[src/hw/rtl/tcp_synack_rst_drop_filter_unit_defines.svh]
// Assertion macros for the TCP SYN-ACK / RST drop filter
`ifndef TCP_SYNACK_RST_DROP_FILTER_UNIT_DEFINES_SVH
`define TCP_SYNACK_RST_DROP_FILTER_UNIT_DEFINES_SVH

// consequent checked in the same cycle as the antecedent
`define TSRDF_ASSERT_SAME(name, clk, rst, ante, cons, msg) \
  name: assert property (@(posedge clk) disable iff (rst) (ante) |-> (cons)) \
    else $error(msg);

// consequent checked in the cycle after the antecedent
`define TSRDF_ASSERT_NEXT(name, clk, rst, ante, cons, msg) \
  name: assert property (@(posedge clk) disable iff (rst) (ante) |=> (cons)) \
    else $error(msg);

`endif

[src/hw/rtl/tsrdf_pkg.sv]
// Shared constants and verdict codes for the TCP SYN-ACK / RST drop filter
package tsrdf_pkg;

  localparam int DEFAULT_LENGTH_BITS  = 16;
  localparam int DEFAULT_COUNTER_BITS = 64;
  localparam int DEFAULT_QUEUE_DEPTH  = 4;

  // verdict codes
  localparam logic [1:0] REASON_PASS   = 2'd0;
  localparam logic [1:0] REASON_SYNACK = 2'd1;
  localparam logic [1:0] REASON_RST    = 2'd2;
  localparam int         REASON_BITS   = 2;

  // header layout, byte offsets from the destination address
  localparam int OFF_ETYPE_HI   = 12;
  localparam int OFF_ETYPE_LO   = 13;
  localparam int OFF_IHL        = 14;
  localparam int OFF_PROTO      = 23;
  localparam int ETH_HDR_BYTES  = 14;
  localparam int IP_MIN_END     = 34;
  localparam int TCP_MIN_BYTES  = 20;
  localparam int TCP_DOFF_OFF   = 12;
  localparam int TCP_FLAGS_OFF  = 13;
  localparam int TCP_START_BITS = 7;  // 14 + 4*15 fits

  localparam logic [15:0] ETHERTYPE_IPV4 = 16'h0800;
  localparam logic [7:0]  IP_PROTO_TCP   = 8'd6;
  localparam logic [3:0]  MIN_HDR_WORDS  = 4'd5;

  // TCP flag bit positions
  localparam int FLAG_SYN = 1;
  localparam int FLAG_RST = 2;
  localparam int FLAG_ACK = 4;

endpackage

[src/hw/rtl/tsrdf_parser.sv]
// Front end: tracks byte offset, captures header fields, forms the verdict
module tsrdf_parser import tsrdf_pkg::*; #(
  parameter int LENGTH_BITS = DEFAULT_LENGTH_BITS
) (
  input  logic                   clk,
  input  logic                   rst,
  input  logic                   byte_valid,
  output logic                   byte_ready,
  input  logic [7:0]             data_byte,
  input  logic                   last_byte,
  output logic                   verdict_valid,
  input  logic                   verdict_ready,
  output logic [REASON_BITS-1:0] verdict_reason,
  output logic [LENGTH_BITS-1:0] verdict_len
);

  localparam logic [LENGTH_BITS-1:0] LEN_MAX = {LENGTH_BITS{1'b1}};

  logic [LENGTH_BITS-1:0]    byte_offset;
  logic [15:0]               ether_type, ether_type_next;
  logic [3:0]                ip_header_words, ip_header_words_next;
  logic [7:0]                ip_protocol, ip_protocol_next;
  logic [TCP_START_BITS-1:0] tcp_start_offset, tcp_start_offset_next;
  logic [3:0]                tcp_header_words, tcp_header_words_next;
  logic [7:0]                tcp_flag_bits, tcp_flag_bits_next;

  logic [LENGTH_BITS-1:0] len;
  logic [LENGTH_BITS-1:0] tcp_base, ip_end, tcp_min_end, tcp_end;
  logic                   accept;
  logic [1:0]             reason;

  assign accept        = byte_valid & byte_ready;
  assign byte_ready    = verdict_ready;
  assign verdict_valid = byte_valid & last_byte;

  always_comb begin
    ether_type_next       = ether_type;
    ip_header_words_next  = ip_header_words;
    ip_protocol_next      = ip_protocol;
    tcp_start_offset_next = tcp_start_offset;
    tcp_header_words_next = tcp_header_words;
    tcp_flag_bits_next    = tcp_flag_bits;
    if (byte_offset == LENGTH_BITS'(OFF_ETYPE_HI)) begin
      ether_type_next[15:8] = data_byte;
    end else if (byte_offset == LENGTH_BITS'(OFF_ETYPE_LO)) begin
      ether_type_next[7:0] = data_byte;
    end else if (byte_offset == LENGTH_BITS'(OFF_IHL)) begin
      ip_header_words_next  = data_byte[3:0];
      tcp_start_offset_next = TCP_START_BITS'(ETH_HDR_BYTES)
                            + TCP_START_BITS'({data_byte[3:0], 2'b00});
    end else if (byte_offset == LENGTH_BITS'(OFF_PROTO)) begin
      ip_protocol_next = data_byte;
    end
    // TCP fields sit relative to the start captured at the IHL byte
    if (byte_offset > LENGTH_BITS'(OFF_IHL)) begin
      if (byte_offset == tcp_base + LENGTH_BITS'(TCP_DOFF_OFF)) begin
        tcp_header_words_next = data_byte[7:4];
      end else if (byte_offset == tcp_base + LENGTH_BITS'(TCP_FLAGS_OFF)) begin
        tcp_flag_bits_next = data_byte;
      end
    end
  end

  assign tcp_base = LENGTH_BITS'(tcp_start_offset);
  assign len      = (byte_offset != LEN_MAX) ? byte_offset + 1'b1 : LEN_MAX;

  assign ip_end      = LENGTH_BITS'(ETH_HDR_BYTES) + LENGTH_BITS'({ip_header_words_next, 2'b00});
  assign tcp_min_end = LENGTH_BITS'(tcp_start_offset_next) + LENGTH_BITS'(TCP_MIN_BYTES);
  assign tcp_end     = LENGTH_BITS'(tcp_start_offset_next)
                     + LENGTH_BITS'({tcp_header_words_next, 2'b00});

  always_comb begin
    reason = REASON_PASS;
    if (len >= LENGTH_BITS'(ETH_HDR_BYTES) && ether_type_next == ETHERTYPE_IPV4 &&
        len >= LENGTH_BITS'(IP_MIN_END) && ip_header_words_next >= MIN_HDR_WORDS &&
        ip_end <= len && ip_protocol_next == IP_PROTO_TCP &&
        tcp_min_end <= len && tcp_header_words_next >= MIN_HDR_WORDS &&
        tcp_end <= len) begin
      if (tcp_flag_bits_next[FLAG_SYN] && tcp_flag_bits_next[FLAG_ACK]) begin
        reason = REASON_SYNACK;
      end else if (tcp_flag_bits_next[FLAG_RST]) begin
        reason = REASON_RST;
      end
    end
  end

  assign verdict_reason = reason;
  assign verdict_len    = len;

  always_ff @(posedge clk) begin
    if (rst || (accept && last_byte)) begin
      byte_offset      <= '0;
      ether_type       <= '0;
      ip_header_words  <= '0;
      ip_protocol      <= '0;
      tcp_start_offset <= '0;
      tcp_header_words <= '0;
      tcp_flag_bits    <= '0;
    end else if (accept) begin
      byte_offset      <= len;
      ether_type       <= ether_type_next;
      ip_header_words  <= ip_header_words_next;
      ip_protocol      <= ip_protocol_next;
      tcp_start_offset <= tcp_start_offset_next;
      tcp_header_words <= tcp_header_words_next;
      tcp_flag_bits    <= tcp_flag_bits_next;
    end
  end

endmodule

[src/hw/rtl/tsrdf_queue.sv]
// Small register FIFO between the parser and the counter unit
module tsrdf_queue import tsrdf_pkg::*; #(
  parameter int WIDTH = REASON_BITS + DEFAULT_LENGTH_BITS,
  parameter int DEPTH = DEFAULT_QUEUE_DEPTH
) (
  input  logic             clk,
  input  logic             rst,
  input  logic             push_valid,
  output logic             push_ready,
  input  logic [WIDTH-1:0] push_word,
  output logic             pop_valid,
  input  logic             pop_ready,
  output logic [WIDTH-1:0] pop_word
);

  localparam int PTR_BITS = (DEPTH > 1) ? $clog2(DEPTH) : 1;
  localparam int CNT_BITS = $clog2(DEPTH + 1);
  localparam logic [PTR_BITS-1:0] PTR_LAST = PTR_BITS'(DEPTH - 1);
  localparam logic [CNT_BITS-1:0] CNT_FULL = CNT_BITS'(DEPTH);

  logic [WIDTH-1:0]    slots [DEPTH];
  logic [PTR_BITS-1:0] wr_ptr, rd_ptr;
  logic [CNT_BITS-1:0] count;
  logic                do_push, do_pop;

  assign push_ready = (count != CNT_FULL);
  assign pop_valid  = (count != '0);
  assign pop_word   = slots[rd_ptr];
  assign do_push    = push_valid & push_ready;
  assign do_pop     = pop_valid & pop_ready;

  always_ff @(posedge clk) begin
    if (do_push) begin
      slots[wr_ptr] <= push_word;
    end
  end

  always_ff @(posedge clk) begin
    if (rst) begin
      wr_ptr <= '0;
      rd_ptr <= '0;
      count  <= '0;
    end else begin
      if (do_push) begin
        wr_ptr <= (wr_ptr == PTR_LAST) ? '0 : wr_ptr + 1'b1;
      end
      if (do_pop) begin
        rd_ptr <= (rd_ptr == PTR_LAST) ? '0 : rd_ptr + 1'b1;
      end
      if (do_push && !do_pop) begin
        count <= count + 1'b1;
      end else if (do_pop && !do_push) begin
        count <= count - 1'b1;
      end
    end
  end

endmodule

[src/hw/rtl/tsrdf_counter_unit.sv]
// Back end: running counters and the registered result word
module tsrdf_counter_unit import tsrdf_pkg::*; #(
  parameter int LENGTH_BITS  = DEFAULT_LENGTH_BITS,
  parameter int COUNTER_BITS = DEFAULT_COUNTER_BITS
) (
  input  logic                    clk,
  input  logic                    rst,
  input  logic                    verdict_valid,
  output logic                    verdict_ready,
  input  logic [REASON_BITS-1:0]  verdict_reason,
  input  logic [LENGTH_BITS-1:0]  verdict_len,
  output logic                    result_valid,
  input  logic                    result_ready,
  output logic                    drop,
  output logic [REASON_BITS-1:0]  drop_reason,
  output logic [LENGTH_BITS-1:0]  frame_bytes,
  output logic [COUNTER_BITS-1:0] packets_dropped,
  output logic [COUNTER_BITS-1:0] packets_passed,
  output logic [COUNTER_BITS-1:0] bytes_dropped,
  output logic [COUNTER_BITS-1:0] bytes_passed,
  output logic [COUNTER_BITS-1:0] synack_drops,
  output logic [COUNTER_BITS-1:0] rst_drops
);

  logic load;
  logic is_drop;

  // counters only move on load, so they double as the result fields
  assign verdict_ready = !result_valid || result_ready;
  assign load          = verdict_valid && verdict_ready;
  assign is_drop       = (verdict_reason != REASON_PASS);

  always_ff @(posedge clk) begin
    if (rst) begin
      result_valid    <= 1'b0;
      packets_dropped <= '0;
      packets_passed  <= '0;
      bytes_dropped   <= '0;
      bytes_passed    <= '0;
      synack_drops    <= '0;
      rst_drops       <= '0;
    end else begin
      if (load) begin
        result_valid <= 1'b1;
      end else if (result_ready) begin
        result_valid <= 1'b0;
      end
      if (load) begin
        if (is_drop) begin
          packets_dropped <= packets_dropped + 1'b1;
          bytes_dropped   <= bytes_dropped + COUNTER_BITS'(verdict_len);
          if (verdict_reason == REASON_SYNACK) begin
            synack_drops <= synack_drops + 1'b1;
          end else begin
            rst_drops <= rst_drops + 1'b1;
          end
        end else begin
          packets_passed <= packets_passed + 1'b1;
          bytes_passed   <= bytes_passed + COUNTER_BITS'(verdict_len);
        end
      end
    end
  end

  always_ff @(posedge clk) begin
    if (load) begin
      drop        <= is_drop;
      drop_reason <= verdict_reason;
      frame_bytes <= verdict_len;
    end
  end

endmodule

[src/hw/rtl/tcp_synack_rst_drop_filter_unit.sv]
// Top level of the TCP SYN-ACK / RST drop filter
//
// Input channel (byte_valid/byte_ready): one Ethernet frame byte per word,
// starting at the destination address; last_byte marks the frame end.
// Output channel (result_valid/result_ready): one word per frame, the
// drop verdict, its reason, the frame length (saturating) and six running
// counters that include this frame.
// Throughput: one byte per cycle while the queue has room. The parser decides at
// the last byte and the verdict enters a small queue; the counter unit loads
// the result register from the queue, so a verdict passes the queue and then
// the result register before it appears as a result.
// Stall: while the result waits, the queue keeps filling; byte_ready drops
// only once the queue is full, so bytes stop only after that many frames.
// Reset: synchronous, clears per-frame state, queue and all counters.
`include "tcp_synack_rst_drop_filter_unit_defines.svh"

module tcp_synack_rst_drop_filter_unit import tsrdf_pkg::*; #(
  parameter int LENGTH_BITS  = DEFAULT_LENGTH_BITS,
  parameter int COUNTER_BITS = DEFAULT_COUNTER_BITS,
  parameter int QUEUE_DEPTH  = DEFAULT_QUEUE_DEPTH
) (
  input  logic                    clk,
  input  logic                    rst,
  input  logic                    byte_valid,
  output logic                    byte_ready,
  input  logic [7:0]              data_byte,
  input  logic                    last_byte,
  output logic                    result_valid,
  input  logic                    result_ready,
  output logic                    drop,
  output logic [REASON_BITS-1:0]  drop_reason,
  output logic [LENGTH_BITS-1:0]  frame_bytes,
  output logic [COUNTER_BITS-1:0] packets_dropped,
  output logic [COUNTER_BITS-1:0] packets_passed,
  output logic [COUNTER_BITS-1:0] bytes_dropped,
  output logic [COUNTER_BITS-1:0] bytes_passed,
  output logic [COUNTER_BITS-1:0] synack_drops,
  output logic [COUNTER_BITS-1:0] rst_drops
);

  localparam int WORD_BITS = REASON_BITS + LENGTH_BITS;

  logic                   pv_valid, pv_ready;
  logic [REASON_BITS-1:0] pv_reason;
  logic [LENGTH_BITS-1:0] pv_len;
  logic                   qv_valid, qv_ready;
  logic [WORD_BITS-1:0]   qv_word;

  tsrdf_parser #(
    .LENGTH_BITS(LENGTH_BITS)
  ) u_parser (
    .clk           (clk),
    .rst           (rst),
    .byte_valid    (byte_valid),
    .byte_ready    (byte_ready),
    .data_byte     (data_byte),
    .last_byte     (last_byte),
    .verdict_valid (pv_valid),
    .verdict_ready (pv_ready),
    .verdict_reason(pv_reason),
    .verdict_len   (pv_len)
  );

  tsrdf_queue #(
    .WIDTH(WORD_BITS),
    .DEPTH(QUEUE_DEPTH)
  ) u_queue (
    .clk       (clk),
    .rst       (rst),
    .push_valid(pv_valid),
    .push_ready(pv_ready),
    .push_word ({pv_reason, pv_len}),
    .pop_valid (qv_valid),
    .pop_ready (qv_ready),
    .pop_word  (qv_word)
  );

  tsrdf_counter_unit #(
    .LENGTH_BITS (LENGTH_BITS),
    .COUNTER_BITS(COUNTER_BITS)
  ) u_counters (
    .clk            (clk),
    .rst            (rst),
    .verdict_valid  (qv_valid),
    .verdict_ready  (qv_ready),
    .verdict_reason (qv_word[WORD_BITS-1:LENGTH_BITS]),
    .verdict_len    (qv_word[LENGTH_BITS-1:0]),
    .result_valid   (result_valid),
    .result_ready   (result_ready),
    .drop           (drop),
    .drop_reason    (drop_reason),
    .frame_bytes    (frame_bytes),
    .packets_dropped(packets_dropped),
    .packets_passed (packets_passed),
    .bytes_dropped  (bytes_dropped),
    .bytes_passed   (bytes_passed),
    .synack_drops   (synack_drops),
    .rst_drops      (rst_drops)
  );

  // each verdict taken by the back end bumps exactly one packet counter
  `TSRDF_ASSERT_NEXT(a_one_packet_per_verdict, clk, rst, qv_valid && qv_ready, COUNTER_BITS'(packets_dropped + packets_passed) == COUNTER_BITS'($past(packets_dropped + packets_passed) + 1'b1), "packet counters did not advance by one")
  // drop counters split exactly into the two reasons
  `TSRDF_ASSERT_SAME(a_drop_split, clk, rst, 1'b1, COUNTER_BITS'(synack_drops + rst_drops) == packets_dropped, "reason counters disagree with drop count")
  // drop flag and reason code agree on a presented result
  `TSRDF_ASSERT_SAME(a_drop_reason, clk, rst, result_valid, drop == (drop_reason != REASON_PASS), "drop flag disagrees with reason")

endmodule
[config.mk]
export PLATFORM = sky130hd
export DESIGN_NAME = tcp_synack_rst_drop_filter_unit
export DESIGN_NICKNAME = d
export VERILOG_FILES = /design/src/hw/rtl/tsrdf_pkg.sv /design/src/hw/rtl/tsrdf_parser.sv /design/src/hw/rtl/tsrdf_queue.sv /design/src/hw/rtl/tsrdf_counter_unit.sv /design/src/hw/rtl/tcp_synack_rst_drop_filter_unit.sv
export VERILOG_INCLUDE_DIRS = /design/src /design/src/hw/rtl
export SDC_FILE = /design/constraint.sdc
export NUM_CORES = 1
export LEC_CHECK = 0
export BUFFER_PORTS_ARGS = -buffer_cell sky130_fd_sc_hd__buf_2
export CAP_MARGIN = 20
export CORE_MARGIN = 5
export CORE_UTILIZATION = 52
export CTS_BUF_LIST = sky130_fd_sc_hd__clkbuf_16
export DETAILED_ROUTE_END_ITERATION = 8
export HOLD_SLACK_MARGIN = 0.03
export PLACE_DENSITY = 0.83
export SLEW_MARGIN = 20
export SYNTH_ARGS = -nofsm -noshare
export SYNTH_HDL_FRONTEND = slang
export SYNTH_HIERARCHICAL = 1
export SYNTH_SLANG_ARGS = --single-unit
[constraint.sdc]
create_clock -name clk -period 4.41 [get_ports clk]
set_clock_uncertainty 0.1 [all_clocks]
set_input_delay 0 -clock clk [delete_from_list [all_inputs] [get_ports clk]]
set_output_delay 0 -clock clk [all_outputs]
set_load 0.01 [all_outputs]
==> impl_metrics.ini, run 1 <==
[die]
die-area_sq_um = 59900
initial_utilization = 0.522
dieWidth_um = 245
rows = 86
die_y_um = 245
ios = 418
fp.coreArea_sq_um = 54900

[sta]
worstMarginPinSlew_ns = 1.09
period_share = 0.962
slew_headroom = 0.272
slew_viol_final = 0
hold_viol_final = 0
setup_viol = 0
setup_ws_ns = 0.169
finalCriticalPeriod_ns = 4.24
max_freq_ghz = 0.236

[power]
p_leak_uw = 0.0137
seq_power_share = 0.386
pwr-share-clk = 0.348
p_sw_uw = 4960
swShare = 0.335
vdd_drop_max_v = 0.000377
total_power_uw = 14800
combPwrFrac = 0.266
power.internal_uw = 9840
power_density_nw_per_um2 = 438

[logic_synthesis]
synth-async-reset-ratio = 0
synth_fp_nets = 3287
ys_ff_latch = 543
postSynthAreaPerCell_sq_um = 8.96
synthMuxAreaShare = 0.0687
synth_compound_area_frac = 0.111
synth_edf_count = 91
synth_area_sq_um = 28600
synthAdderAreaFrac = 0.0349
ys_warn_count = 6
synth_simple_gate_area_share = 0.276
synthFlopType = dfxtp_1
synth_cell_types = 91
synth_cells = 3196
synth-xor-area-share = 0.0620
synth_top_family_by_area = simple AND/OR/NAND/NOR gates
seq_area_frac_synth = 0.411

[route]
drt-initial-drc-count = 2460
vias = 26362
routed_wl_um = 86200
drt_pass1_iterations = 5
drc = 0
routed_via_density = 6.07
post_drt_wl_per_cell_um = 19.8
ant_nets = 0

[grt]
grtUsageTotal = 0.269
grt_pass1_wl_um = 134000
grt_max_degree = 206
antenna_found_initial = 0
overflow = 0
grt_pass1_vias = 24297

[final_layout]
antennaDiodeCount = 0
fin_area_sq_um = 33800
layout_commonest_cell = dfxtp_1
nNetsFinal = 3682
layout-drive-gt1-share = 0.225
syn2layout_area_growth_pct = 18.0
mostFrequentLayoutCells = dfxtp_1, buf_2, nor2_1

[job]
drv_cap = 0

[worst_hold_path]
holdCritPathClass = input port to flop
hold_start = result_ready

[clocking]
cts.sinks = 543
clock_latency_ns = 0.62
cts_setup_buffers = 0
cts_max_level = 2
clockBufferDepth = 3
cts_tree = built
path_clk_slew_ns = 0.06
cts-root-buf = clkbuf_16
numCtsBuffers = 58

[worst_setup_path]
cp.required_ns = 4.72
path_class = flop to flop
cp.arrival_ns = 4.55
path_max_fanout = 6
crit_start = u_parser/byte_offset[0]
r2r-start = u_parser/byte_offset[0]
worstSetupEndpointType = flop
cp-start-kind = flop

[placement]
dp_worst_setup_slack_ns = -0.0619
placed_cell_area_sq_um = 31500
gp_congestion = 0.961
port_buffers = 417
dp_hpwl_um = 61400

[outcome]
status = complete, no violations
==> metrics by stage <==
step,utilization,hold WS [ns],setup TNS [ns],std cells
2_1_floorplan,-,0.0439,0,3196
3_3_place_gp,0.575,0.243,0,4223
3_5_place_dp,0.575,0.240,-0.464,4223
4_1_cts,0.614,0.0854,-0.686,4343
5_1_grt,0.616,0.136,-0.241,4343
6_report,0.616,0.136,0,4343
==> cell type report <==
class / instances / area, sq um
Tap cell: 704 / 881
Clock inverter: 48 / 517
Timing Repair Buffer: 504 / 2810
Clock buffer: 60 / 1500
Fill cell: 4533 / 21100
Sequential cell: 543 / 11800
Inverter: 84 / 315
Multi-Input combinational cell: 2400 / 16000
==> final timing paths <==
kind	endpoint	slack, ns	depth (start not counted)
worst min-delay path	u_counters/packets_passed[3]	0.14	6
worst max-delay path	u_queue/slots[0][16]	0.17	19
worst min register to register	u_parser/tcp_flag_bits[4]	0.35	2
worst max register to register	u_queue/slots[0][16]	0.17	19
==> routing by layer <==
metal / track usage / vias up / part of all wire
li1: - / 12428 / -
met1: 0.338 / 12618 / 0.39
met2: 0.455 / 1089 / 0.48
met3: 0.0576 / 227 / 0.082
met4: 0.108 / 0 / 0.044
met5: 0 / - / 0
==> state kept, by name (all words and copies together), names as in the netlist, 16 cells and up, named ones only <==
name,count
u_queue/slots,72
u_counters/bytes_dropped,64
u_counters/bytes_passed,64
u_counters/packets_dropped,64
u_counters/packets_passed,64
u_counters/rst_drops,64
u_counters/synack_drops,64
u_counters/frame_bytes,16
u_parser/byte_offset,16
u_parser/ether_type,16
==> power groups by stage <==
stage                     clock network, uW  registers (uW)  logic, uW
after floorplan                           0            5800       2490
after global placement                    0            5790       3790
after detailed placement                  0            5800       3860
after CTS                              5250            5700       3910
after global routing                   5460            5740       4290
final                                  5150            5710       3940
==> logic make-up (layout without fill, tap and decap cells) <==
kind of cell / after synthesis / count (layout)
and+or+nand+nor: 1482 / 1482
muxes: 160 / 160
buffers and inverters: 253 / 696
adders and majority gates: 78 / 78
xor gates and xnor gates: 202 / 202
AOI/OAI and AO/OA: 478 / 478
DFF: 543 / 543
==> worst max-delay path, cell delays in order (launching register included) <==
cell	delay, ns
dfxtp_2	0.33
inv_1	0.06
ha_2	0.19
and4b_1	0.27
o311a_4	0.18
nand3_2	0.10
nor3_4	0.29
buf_6	0.17
mux2_2	0.38
ha_4	0.32
a21oi_2	0.08
a31oi_2	0.17
xor2_1	0.17
ha_1	0.26
a21o_1	0.17
a21oi_2	0.15
nand2b_1	0.07
o21ai_1	0.14
nand3_1	0.15
a211oi_2	0.30
==> Yosys cell counts, types with 47 or more instances <==
master | count | share of area
inv_1 | 81 | 0.011
nand2_1 | 236 | 0.031
o21ai_0 | 66 | 0.012
a211oi_1 | 47 | 0.012
nand4_1 | 133 | 0.029
and4_1 | 47 | 0.014
xnor2_1 | 84 | 0.026
nand3_1 | 192 | 0.034
nor2_1 | 384 | 0.050
ha_1 | 75 | 0.033
dfxtp_1 | 452 | 0.32
edfxtp_1 | 91 | 0.095
nor3_1 | 57 | 0.010
and3_1 | 64 | 0.014
a21oi_1 | 161 | 0.028
clkbuf_1 | 113 | 0.015
nor2b_1 | 99 | 0.022
xor2_1 | 117 | 0.036
mux2_2 | 99 | 0.039
==> what timing repair did <==
item | CTS | global route
setup endpoints to repair | 8 | 8
pin swaps | 0 | 8
cloned | 0 | 0
endpoints found under the hold margin | 144 | 0
resized for setup | 0 | 28
hold buffers | 12 | 0
Power figures use the tool's default switching activity.
==> inputs of run 2 (changes only) <==
Settings changed: BUFFER_PORTS_ARGS -buffer_cell sky130_fd_sc_hd__buf_2 to default, CORE_UTILIZATION 52 to 58, DONT_BUFFER_PORTS from default to 1, PLACE_DENSITY 0.83 to 0.82.
==> run 2 against run 1 <==
Worst hold slack worse by 0.061 ns. First-iteration DRC count up 7.5%. Sequential cell count unchanged. Via count rose by 1.7%. Clock power decreased by 9.7%. Routed wire length up 9.9%. Critical endpoint is now u_counters/bytes_passed[24].
==> impl_metrics.ini, run 2 (same netlist as run 1, synthesis figures left out) <==
[sta]
slew_viol_final = 0
period_share = 0.976
setup_viol = 0
finalSetupTns_ns = 0
max_freq_ghz = 0.232
setup_ws_ns = 0.107
slew_headroom = 0.195
finalCriticalPeriod_ns = 4.30
hold_viol_final = 0
holdWs_ns = 0.0753
worstMarginPinSlew_ns = 1.21

[power]
p_sw_uw = 5020
p_leak_uw = 0.0131
power_density_nw_per_um2 = 421
swShare = 0.348
combPwrFrac = 0.260
seq_power_share = 0.417
pwr-share-clk = 0.322
total_power_uw = 14400
vdd_drop_max_v = 0.000345
power.internal_uw = 9400

[die]
ios = 418
rows = 81
dieWidth_um = 232
fp.coreArea_sq_um = 49000
initial_utilization = 0.585
die_y_um = 232
die-area_sq_um = 53900

[worst_setup_path]
rr_endpoint = u_counters/bytes_passed[24]
cp.arrival_ns = 4.75
reg2reg_depth = 11
worstSetupEndpointType = flop
cp.required_ns = 4.86
path_max_fanout = 42
path_class = flop to flop
rrSetupSlack_ns = 0.11
cp-start-kind = flop

[placement]
dp_worst_setup_slack_ns = -0.182
dp_hpwl_um = 61200
port_buffers = 0
placed_cell_area_sq_um = 29400
gp_congestion = 0.960

[final_layout]
fin_area_sq_um = 34300
mostFrequentLayoutCells = dfxtp_1, nor2_1, dlygate4sd3_1
seqCellArea_sq_um = 11800
layout_commonest_cell = dfxtp_1
fillers = 3621
syn2layout_area_growth_pct = 19.6
largest_reg_flops = 72
largest_register = u_queue/slots
nNetsFinal = 3543
layout-drive-gt1-share = 0.124
multi_input_area_sq_um = 16000

[clocking]
clockBufferDepth = 3
numCtsBuffers = 57
clock_latency_ns = 0.63
cts.sinks = 543
path_clk_slew_ns = 0.06
cts_max_level = 2
cts-root-buf = clkbuf_16
cts_tree = built

[route]
vias = 26807
routed_via_density = 6.45
ant_nets = 0
post_drt_wl_per_cell_um = 22.8
drt-initial-drc-count = 2644
drc = 0
routed_wl_um = 94700
drt_pass1_iterations = 9

[grt]
grt_pass1_vias = 26296
grt_pass1_wl_um = 146000
antenna_found_initial = 1
grt_max_degree = 215
overflow = 0
grtUsageTotal = 0.331

[worst_hold_path]
hold_start = result_ready
hold_depth = 5
holdCritPathClass = input port to flop
min_to = u_counters/bytes_passed[13]

[outcome]
status = complete, no violations

[job]
drv_cap = 0
-- run 2: cell count changes in the layout (fill, tap and decap cells not counted), sizes merged --
cell,before,now
bufinv,11,3
diode,0,1
clkinvlp,1,3
inv,102,101
buf,492,95
dlygate4sd3,12,271
-- run 2: worst max-delay path by stage --
stage / startpoint / to / slack [ns] / cells past startpoint
2_1_floorplan: u_parser/byte_offset[0] / u_queue/slots[0][17] / 0.006 / 20
3_3_place_gp: u_parser/byte_offset[5] / u_queue/slots[0][16] / 0.03 / 17
3_5_place_dp: u_parser/tcp_start_offset[2] / u_queue/slots[0][17] / -0.18 / 19
4_1_cts: u_parser/byte_offset[0] / u_queue/slots[0][17] / 0.02 / 20
5_1_grt: u_parser/byte_offset[0] / u_queue/slots[2][17] / -0.02 / 20
6_report: flop / u_counters/bytes_passed[24] / 0.11 / 11
-- run 2: worst max-delay path, cell delays in order, from the launching register on --
cell and delay [ns]:
dfxtp_2 0.47, buf_4 0.29, mux4_2 0.61, ha_1 0.43
nand2_1 0.09, o21ai_0 0.36, a22o_1 0.28, nor3_2 0.07
buf_4 0.28, or4_1 0.52, a21oi_1 0.14, dlygate4sd3_1 0.58
-- run 2: area by class of cell --
| class | count | share of cell area |
|---|---|---|
| clock inverters | 41 | 0.00803 |
| diodes | 1 | 0.0000730 |
| repair buffers | 366 | 0.102 |
| multi-input cells | 2400 | 0.468 |
| flip-flops and latches | 543 | 0.344 |
| clock buffers | 60 | 0.0438 |
| inverters | 84 | 0.00920 |
| well taps | 664 | 0.0242 |
-- run 2: power by group through the flow --
stage          logic (uW)  registers, uW  clock network [uW]
2_1_floorplan        2490           5800                   0
3_3_place_gp         3190           6100                   0
3_5_place_dp         3300           6110                   0
4_1_cts              3630           6010                4700
5_1_grt              4060           6060                4920
6_report             3760           6020                4650
-- run 2: per-stage QoR --
step	cells	util
final	4159	0.700
after global routing	4159	0.700
after CTS	4149	0.695
after detailed placement	3772	0.601
after global placement	3772	0.601
after floorplan	3196	-
-- run 2: repair_timing --
action / 4_1_cts / 5_1_grt
endpoints found under the setup margin: 8 / 41
pin swaps: 4 / 17
hold buffers: 275 / 0
hold endpoints to repair: 455 / 0
buffers inserted: 1 / 9
gates resized for setup: 5 / 43
-- run 2: metal layers --
layer | track usage | up-vias | wire (um)
met1 | 0.375 | 12997 | 34600
met5 | 0 | - | 0
li1 | - | 12141 | -
met2 | 0.554 | 1334 | 44800
met4 | 0.176 | 0 | 5370
met3 | 0.113 | 335 | 9900
